===== src/rtl/running_moment_statistics_unit_assert.svh =====
// Assertion macros for the running moment statistics unit.
// Expects clk and arst_n in the scope of use.
`ifndef RUNNING_MOMENT_STATISTICS_UNIT_ASSERT_SVH
`define RUNNING_MOMENT_STATISTICS_UNIT_ASSERT_SVH

// condition must never hold
`define RMS_ASSERT_NEVER(label, cond, msg) \
	label: assert property (@(posedge clk) disable iff (!arst_n) !(cond)) else $error(msg);

// consequent holds in the same cycle
`define RMS_ASSERT_IMP(label, ante, cons, msg) \
	label: assert property (@(posedge clk) disable iff (!arst_n) (ante) |-> (cons)) else $error(msg);

// consequent holds in the following cycle
`define RMS_ASSERT_NEXT(label, ante, cons, msg) \
	label: assert property (@(posedge clk) disable iff (!arst_n) (ante) |=> (cons)) else $error(msg);

`endif


===== src/rtl/rms_pkg.sv =====
// Shared types, constants and the finalize step program of the moment unit.
// No dependencies.
`default_nettype none
package rms_pkg;

	localparam int SAMPLE_BITS = 12;
	localparam logic [15:0] COUNT_MAX = 16'd65535;
	localparam int WIDE_BITS = 192;
	localparam int PW_BITS = 48;
	localparam int MUL_BITS = 64;
	localparam int SQRT_STEPS = 48;

	localparam logic [2:0] SEL_SAMPLE_SD = 3'd0;
	localparam logic [2:0] SEL_POP_SD = 3'd1;
	localparam logic [2:0] SEL_SAMPLE_VAR = 3'd2;
	localparam logic [2:0] SEL_POP_VAR = 3'd3;
	localparam logic [2:0] SEL_SKEW = 3'd4;
	localparam logic [2:0] SEL_KURT = 3'd5;

	localparam logic [1:0] ST_OK = 2'd0;
	localparam logic [1:0] ST_EMPTY = 2'd1;
	localparam logic [1:0] ST_UNDEF = 2'd2;
	localparam logic [1:0] ST_OVF = 2'd3;

	localparam logic [63:0] VAL_MAX = 64'h7fff_ffff_ffff_ffff;
	localparam logic [63:0] VAL_MIN = 64'h8000_0000_0000_0000;

	typedef logic [WIDE_BITS-1:0] wide_t;
	typedef logic [3:0][WIDE_BITS-1:0] tfile_t;

	typedef enum logic [2:0] {
		ACC_IDLE, ACC_SQ, ACC_CU, ACC_QU, ACC_AD
	} acc_state_t;

	typedef enum logic [3:0] {
		E_IDLE, E_CHECK, E_STEP, E_MUL, E_SCALE, E_DIV, E_ROUND, E_SQRT, E_FINISH
	} eng_state_t;

	typedef enum logic [1:0] {
		OP_DONE, OP_MUL, OP_MAC, OP_MSU
	} op_t;

	typedef enum logic [3:0] {
		SRC_S1, SRC_S2, SRC_S3, SRC_S4, SRC_N, SRC_NM1,
		SRC_T0, SRC_T1, SRC_T2, SRC_T3, SRC_K, SRC_ONE
	} src_t;

	typedef struct packed {
		op_t op;
		logic [1:0] dst;
		src_t a;
		src_t b;
		logic [3:0] k;
	} step_t;

	typedef struct packed {
		logic [15:0] count;
		logic signed [27:0] s1;
		logic [39:0] s2;
		logic signed [51:0] s3;
		logic [60:0] s4;
		logic ovf;
	} sums_t;

	typedef struct packed {
		logic valid;
		logic [63:0] value;
		logic [1:0] status;
	} res_t;

	function automatic step_t mk(input op_t op, input logic [1:0] dst, input src_t a,
		input src_t b, input logic [3:0] k);
		step_t s;
		s.op = op;
		s.dst = dst;
		s.a = a;
		s.b = b;
		s.k = k;
		return s;
	endfunction

	// variance and deviation: T1 = V; skew: T2 = numerator;
	// kurtosis: T2 = numerator, T1 = n*n - 3n + 3
	function automatic step_t prog_step(input logic [2:0] sel, input logic [4:0] pc);
		step_t s;
		s = mk(OP_DONE, 2'd0, SRC_ONE, SRC_ONE, 4'd0);
		if (sel == SEL_SKEW) begin
			case (pc)
				5'd0: s = mk(OP_MUL, 2'd0, SRC_N, SRC_N, 4'd0);
				5'd1: s = mk(OP_MUL, 2'd2, SRC_S3, SRC_T0, 4'd0);
				5'd2: s = mk(OP_MUL, 2'd0, SRC_S2, SRC_S1, 4'd0);
				5'd3: s = mk(OP_MUL, 2'd3, SRC_N, SRC_K, 4'd3);
				5'd4: s = mk(OP_MSU, 2'd2, SRC_T0, SRC_T3, 4'd0);
				5'd5: s = mk(OP_MUL, 2'd0, SRC_S1, SRC_S1, 4'd0);
				5'd6: s = mk(OP_MUL, 2'd0, SRC_T0, SRC_S1, 4'd0);
				5'd7: s = mk(OP_MAC, 2'd2, SRC_T0, SRC_K, 4'd2);
				default: s = mk(OP_DONE, 2'd0, SRC_ONE, SRC_ONE, 4'd0);
			endcase
		end else if (sel == SEL_KURT) begin
			case (pc)
				5'd0: s = mk(OP_MUL, 2'd1, SRC_S2, SRC_N, 4'd0);
				5'd1: s = mk(OP_MSU, 2'd1, SRC_S1, SRC_S1, 4'd0);
				5'd2: s = mk(OP_MUL, 2'd0, SRC_N, SRC_N, 4'd0);
				5'd3: s = mk(OP_MUL, 2'd0, SRC_T0, SRC_N, 4'd0);
				5'd4: s = mk(OP_MUL, 2'd2, SRC_S4, SRC_T0, 4'd0);
				5'd5: s = mk(OP_MUL, 2'd0, SRC_N, SRC_N, 4'd0);
				5'd6: s = mk(OP_MUL, 2'd0, SRC_T0, SRC_K, 4'd4);
				5'd7: s = mk(OP_MUL, 2'd3, SRC_S3, SRC_S1, 4'd0);
				5'd8: s = mk(OP_MSU, 2'd2, SRC_T3, SRC_T0, 4'd0);
				5'd9: s = mk(OP_MUL, 2'd0, SRC_S1, SRC_S1, 4'd0);
				5'd10: s = mk(OP_MUL, 2'd0, SRC_S2, SRC_T0, 4'd0);
				5'd11: s = mk(OP_MUL, 2'd3, SRC_N, SRC_K, 4'd6);
				5'd12: s = mk(OP_MAC, 2'd2, SRC_T0, SRC_T3, 4'd0);
				5'd13: s = mk(OP_MUL, 2'd0, SRC_S1, SRC_S1, 4'd0);
				5'd14: s = mk(OP_MUL, 2'd0, SRC_T0, SRC_T0, 4'd0);
				5'd15: s = mk(OP_MSU, 2'd2, SRC_T0, SRC_K, 4'd3);
				5'd16: s = mk(OP_MUL, 2'd0, SRC_NM1, SRC_NM1, 4'd0);
				5'd17: s = mk(OP_MUL, 2'd0, SRC_T0, SRC_N, 4'd0);
				5'd18: s = mk(OP_MAC, 2'd0, SRC_N, SRC_K, 4'd6);
				5'd19: s = mk(OP_MSU, 2'd0, SRC_K, SRC_ONE, 4'd9);
				5'd20: s = mk(OP_MUL, 2'd2, SRC_T2, SRC_T0, 4'd0);
				5'd21: s = mk(OP_MUL, 2'd3, SRC_T1, SRC_T1, 4'd0);
				5'd22: s = mk(OP_MUL, 2'd0, SRC_N, SRC_K, 4'd6);
				5'd23: s = mk(OP_MSU, 2'd0, SRC_K, SRC_ONE, 4'd9);
				5'd24: s = mk(OP_MUL, 2'd0, SRC_T0, SRC_N, 4'd0);
				5'd25: s = mk(OP_MAC, 2'd2, SRC_T3, SRC_T0, 4'd0);
				5'd26: s = mk(OP_MUL, 2'd1, SRC_N, SRC_N, 4'd0);
				5'd27: s = mk(OP_MSU, 2'd1, SRC_N, SRC_K, 4'd3);
				5'd28: s = mk(OP_MAC, 2'd1, SRC_K, SRC_ONE, 4'd3);
				default: s = mk(OP_DONE, 2'd0, SRC_ONE, SRC_ONE, 4'd0);
			endcase
		end else begin
			case (pc)
				5'd0: s = mk(OP_MUL, 2'd1, SRC_S2, SRC_N, 4'd0);
				5'd1: s = mk(OP_MSU, 2'd1, SRC_S1, SRC_S1, 4'd0);
				default: s = mk(OP_DONE, 2'd0, SRC_ONE, SRC_ONE, 4'd0);
			endcase
		end
		return s;
	endfunction

	function automatic logic [2:0] div_count(input logic [2:0] sel);
		logic [2:0] c;
		case (sel)
			SEL_SKEW: c = 3'd3;
			SEL_KURT: c = 3'd6;
			default: c = 3'd2;
		endcase
		return c;
	endfunction

	function automatic logic [31:0] divisor(input logic [2:0] sel, input logic [2:0] dk,
		input logic [15:0] n, input logic [31:0] dlast);
		logic [31:0] d;
		logic [31:0] n32;
		n32 = {16'd0, n};
		case (sel)
			SEL_POP_SD, SEL_POP_VAR: d = n32;
			SEL_SKEW: d = (dk == 3'd0) ? n32 : ((dk == 3'd1) ? n32 - 32'd1 : n32 - 32'd2);
			SEL_KURT: d = (dk == 3'd5) ? dlast : n32;
			default: d = (dk == 3'd0) ? n32 : n32 - 32'd1;
		endcase
		return d;
	endfunction

endpackage
`default_nettype wire


===== src/rtl/rms_accum.sv =====
// Sample count and power-sum accumulator of the moment unit.
// Depends on rms_pkg; one shared 48x12 multiplier forms x^2, x^3, x^4 in turn.
`default_nettype none
module rms_accum (
	input wire logic clk,
	input wire logic arst_n,
	input wire logic start,
	input wire logic signed [rms_pkg::SAMPLE_BITS-1:0] sample,
	input wire logic clear,
	output logic busy,
	output rms_pkg::sums_t sums
);

	rms_pkg::acc_state_t state_q, state_nx;
	rms_pkg::sums_t sums_q;
	logic signed [rms_pkg::SAMPLE_BITS-1:0] x_q;
	logic signed [rms_pkg::PW_BITS-1:0] pw_q;
	logic signed [rms_pkg::PW_BITS+rms_pkg::SAMPLE_BITS-1:0] prod;
	logic full;

	assign prod = pw_q * x_q;
	assign full = (sums_q.count == rms_pkg::COUNT_MAX);

	always_comb begin
		state_nx = state_q;
		case (state_q)
			rms_pkg::ACC_IDLE: if (start && !full) state_nx = rms_pkg::ACC_SQ;
			rms_pkg::ACC_SQ: state_nx = rms_pkg::ACC_CU;
			rms_pkg::ACC_CU: state_nx = rms_pkg::ACC_QU;
			rms_pkg::ACC_QU: state_nx = rms_pkg::ACC_AD;
			rms_pkg::ACC_AD: state_nx = rms_pkg::ACC_IDLE;
			default: state_nx = rms_pkg::ACC_IDLE;
		endcase
	end

	always_comb begin
		busy = (state_q != rms_pkg::ACC_IDLE);
		sums = sums_q;
	end

	always_ff @(posedge clk or negedge arst_n) begin
		if (!arst_n) begin
			state_q <= rms_pkg::ACC_IDLE;
			sums_q <= '0;
		end else begin
			state_q <= state_nx;
			if (clear) begin
				sums_q <= '0;
			end else begin
				case (state_q)
					rms_pkg::ACC_IDLE: begin
						if (start) begin
							if (full) begin
								sums_q.ovf <= 1'b1;
							end else begin
								sums_q.count <= sums_q.count + 16'd1;
								sums_q.s1 <= sums_q.s1 + 28'(sample);
							end
						end
					end
					rms_pkg::ACC_CU: sums_q.s2 <= sums_q.s2 + 40'(pw_q);
					rms_pkg::ACC_QU: sums_q.s3 <= sums_q.s3 + 52'(pw_q);
					rms_pkg::ACC_AD: sums_q.s4 <= sums_q.s4 + 61'(pw_q);
					default: sums_q <= sums_q;
				endcase
			end
		end
	end

	always_ff @(posedge clk) begin
		case (state_q)
			rms_pkg::ACC_IDLE: begin
				x_q <= sample;
				pw_q <= rms_pkg::PW_BITS'(sample);
			end
			rms_pkg::ACC_SQ, rms_pkg::ACC_CU, rms_pkg::ACC_QU: pw_q <= prod[rms_pkg::PW_BITS-1:0];
			default: pw_q <= pw_q;
		endcase
	end

endmodule
`default_nettype wire


===== config.mk =====
export PLATFORM = sky130hd
export DESIGN_NAME = rms_accum
export DESIGN_NICKNAME = d
export VERILOG_FILES = /design/src/rtl/running_moment_statistics_unit_assert.svh /design/src/rtl/rms_pkg.sv /design/src/rtl/rms_accum.sv
export SDC_FILE = /design/constraint.sdc
export NUM_CORES = 2
export LEC_CHECK = 0
export BUFFER_PORTS_ARGS = -buffer_cell sky130_fd_sc_hd__buf_4
export CAP_MARGIN = 20
export CELL_PAD_IN_SITES_DETAIL_PLACEMENT = 0
export CELL_PAD_IN_SITES_GLOBAL_PLACEMENT = 1
export CORE_MARGIN = 1
export CORE_UTILIZATION = 44
export DETAILED_ROUTE_END_ITERATION = 8
export PLACE_DENSITY = 0.9
export SYNTH_ARGS = -nofsm -noshare
export SYNTH_HDL_FRONTEND = slang
export SYNTH_SLANG_ARGS = --single-unit

===== constraint.sdc =====
create_clock -name clk -period 6.65 [get_ports clk]
set_input_delay 0.665 -clock clk [delete_from_list [all_inputs] [get_ports clk]]
set_output_delay 0.665 -clock clk [all_outputs]
set_load 0.02 [all_outputs]

==> impl_metrics.ini <==
[drt]
drt_iter0_drc = 2198
route.detailed.drc = 0
num_vias = 30223
vias_per_cell = 5.642
dr.pass1.iters = 6
post_drt_wl_per_cell_um = 19.96
postRouteAntennaNets = 0
wirelength_um = 106900

[timing]
fin_skew_ns = 0.03115
setup_tns_ns = 0
post-route-min-period_ns = 6.393
fmax_ghz = 0.1564
finalSetupViolCount = 0
hold_viol_final = 0
report.final.slew_viol_count = 0
relSlewSlack = 0.3426
tightest_slew_ns = 0.9861
fin_crit_sh = 0.9614

[cts]
clock_sinks = 261
cts_tree = yes
clockRootBuffer = clkbuf_16
clk_pin_slew_ns = 0.06
cts_htree_levels = 2
cts-buffers-inserted = 36
clockBufferDepth = 3
clock_latency_ns = 0.58

[min_path]
hold_class = in2async

[cells_and_area]
nFillCells = 7395
drive_gt1_frac = 0.1022
finish.net_count = 4993
num_antenna_cells = 0
area_growth_pct = 12.73

[die]
dieArea_mm2 = 0.08028
die_h_um = 283.3
ios = 215
core_area_mm2 = 0.07785
start_util = 0.4473
dieWidth_um = 283.3
rows = 102

[setup_path]
crit_fanout = 17
cp-start-kind = flop
worst_setup_path_end_kind = flop
critPathKind = reg2reg
crit_required_ns = 6.94
arrival_ns = 6.68

[synthesis]
synth_area_leaders = fa_1 23%, dfrtp_1 14%, ha_1 10%
synth_warnings = 0
synth_top_area_frac = 0.2322
syn_nets = 4822
synthesis.area_mm2 = 0.03483
synthCells = 4118
syn_avg_cell_area_um2 = 8.457
ys_ff_latch = 261
synth_cell_types = 89
synthArstFlopShare = 0.7701
yosysMostFrequentCell = nand2_1
synth_edf_count = 60
seq_area_frac_synth = 0.1962
synth_common_cells = 725 x nand2_1, 533 x inv_1, 404 x fa_1, 339 x a21oi_1, 284 x ha_1
yosys.area.top_type = fa_1
ys.flop_type = dfrtp_1

[grt]
grt-ovfl-total = 0
grt.total_usage = 0.2649
grt_pass1_vias = 29516
grt_first_pass_wirelength_um = 168500
grt_antenna_before_repair = 1
grt_max_degree = 99

[run]
drv_cap = 0

[outcome]
status = finished clean

[place]
port_buffers = 214
place_congestion = 0.9411
dp_hpwl_um = 81010
layout by cell type, fill, tap and decap left out, types with 12 or more instances in the layout:
| cell | netlist | routed |
|---|---|---|
| o21ai_0 | 153 | 153 |
| xor2_1 | 76 | 76 |
| o21bai_1 | 36 | 36 |
| ha_1 | 284 | 284 |
| clkbuf_16 | 0 | 38 |
| a21o_1 | 116 | 116 |
| nor3_1 | 46 | 44 |
| nand4_1 | 39 | 39 |
| a31oi_1 | 33 | 32 |
| o21a_1 | 24 | 24 |
| nand3b_1 | 21 | 21 |
| a21oi_1 | 339 | 339 |
| dfrtp_1 | 201 | 201 |
| fa_1 | 404 | 404 |
| inv_1 | 533 | 532 |
| a211oi_1 | 36 | 36 |
| nor2_1 | 180 | 180 |
| nand2_1 | 725 | 724 |
| nor2b_1 | 16 | 16 |
| and3_1 | 24 | 24 |
| o31ai_1 | 16 | 16 |
| nor3b_1 | 14 | 14 |
| buf_4 | 0 | 323 |
| edfxtp_1 | 60 | 60 |
| nand2b_1 | 30 | 30 |
| o211ai_1 | 18 | 18 |
| and2_1 | 116 | 116 |
| or4_1 | 12 | 12 |
| xnor2_1 | 126 | 126 |
| nand3_1 | 59 | 58 |
| or3_1 | 23 | 23 |
critical path, stage by stage (launching register included):
cell and delay [ns]:
edfxtp_1 0.35, buf_4 0.32, nand2_1 0.14, fa_1 0.47, fa_1 0.49, fa_1 0.55, inv_1 0.05, fa_1 0.47
inv_1 0.06, fa_1 0.53, inv_1 0.04, ha_1 0.34, a211oi_1 0.28, o211ai_1 0.22, a31oi_2 0.28, nor3_1 0.11
nor4_2 0.27, buf_4 0.18, o211ai_1 0.14, a311o_1 0.38, a21oi_1 0.20, xor2_1 0.17, o21ai_0 0.08
through the flow:
step	area, um^2	std cells	util	hold slack (ns)	worst slack, ns
after global routing	39260	5357	0.5043	0.1190	-0.03035
after global placement	37810	5274	0.4857	0.5218	0.2744
final	39260	5357	0.5043	0.04867	0.2567
after CTS	39080	5340	0.5020	0.08171	0.1220
after detailed placement	37810	5274	0.4857	0.5298	0.1589
after floorplan	34830	4118	-	0.3694	0.4771
layer usage:
metal	share of wire	up-vias	global-route usage
met4	0.040	0	0.09432
met3	0.076	190	0.04034
met2	0.46	1134	0.4282
met5	0	-	0
li1	-	13975	-
met1	0.42	14924	0.3601
state kept, by name, summed over array words and instances, names as in the netlist:
register	flops
state_q	3
pw_q	48
x_q	12
sums	198
cells by family after synthesis:
family | after synthesis | share of synthesized area
buffers and inverters | 735 | 0.07944
and+or+nand+nor | 1340 | 0.1759
adders and majority gates | 688 | 0.3343
xor gates and xnor gates | 202 | 0.05080
muxes | 8 | 0.002371
AOI/OAI and AO/OA | 884 | 0.1610
DFF | 261 | 0.1962
area by class of cell:
cell class              count  area, um^2  area share
clock buffers              55        1095     0.02789
repair buffers            335        2594     0.06607
inverters                 533        2001     0.05096
flip-flops and latches    261        6832      0.1740
clock inverters            11       170.2    0.004334
well taps                1040        1301     0.03315
multi-input cells        3122       25270      0.6436
timing repair:
item                                    CTS  global route
resized for setup                         0            10
setup buffers                             0            17
endpoints found under the setup margin    0             9
hold buffers                              0             0
path summary, 6_finish.rpt:
kind                           start         to  slack [ns]  cells past startpoint
max                          pw_q[1]   pw_q[40]        0.26                     22
min                           arst_n  sums[105]        0.05                      1
max reg2reg                  pw_q[1]   pw_q[40]        0.26                     22
min reg2reg                sums[107]  sums[107]        0.54                      1
max in group asynchronous     arst_n  sums[125]        5.13                      2
min in group clk           sample[0]     x_q[0]        0.33                      1
Power is left out: the tool's default activity adds up to more than one toggle a clock period on the data nets, which glitch-free logic cannot reach.
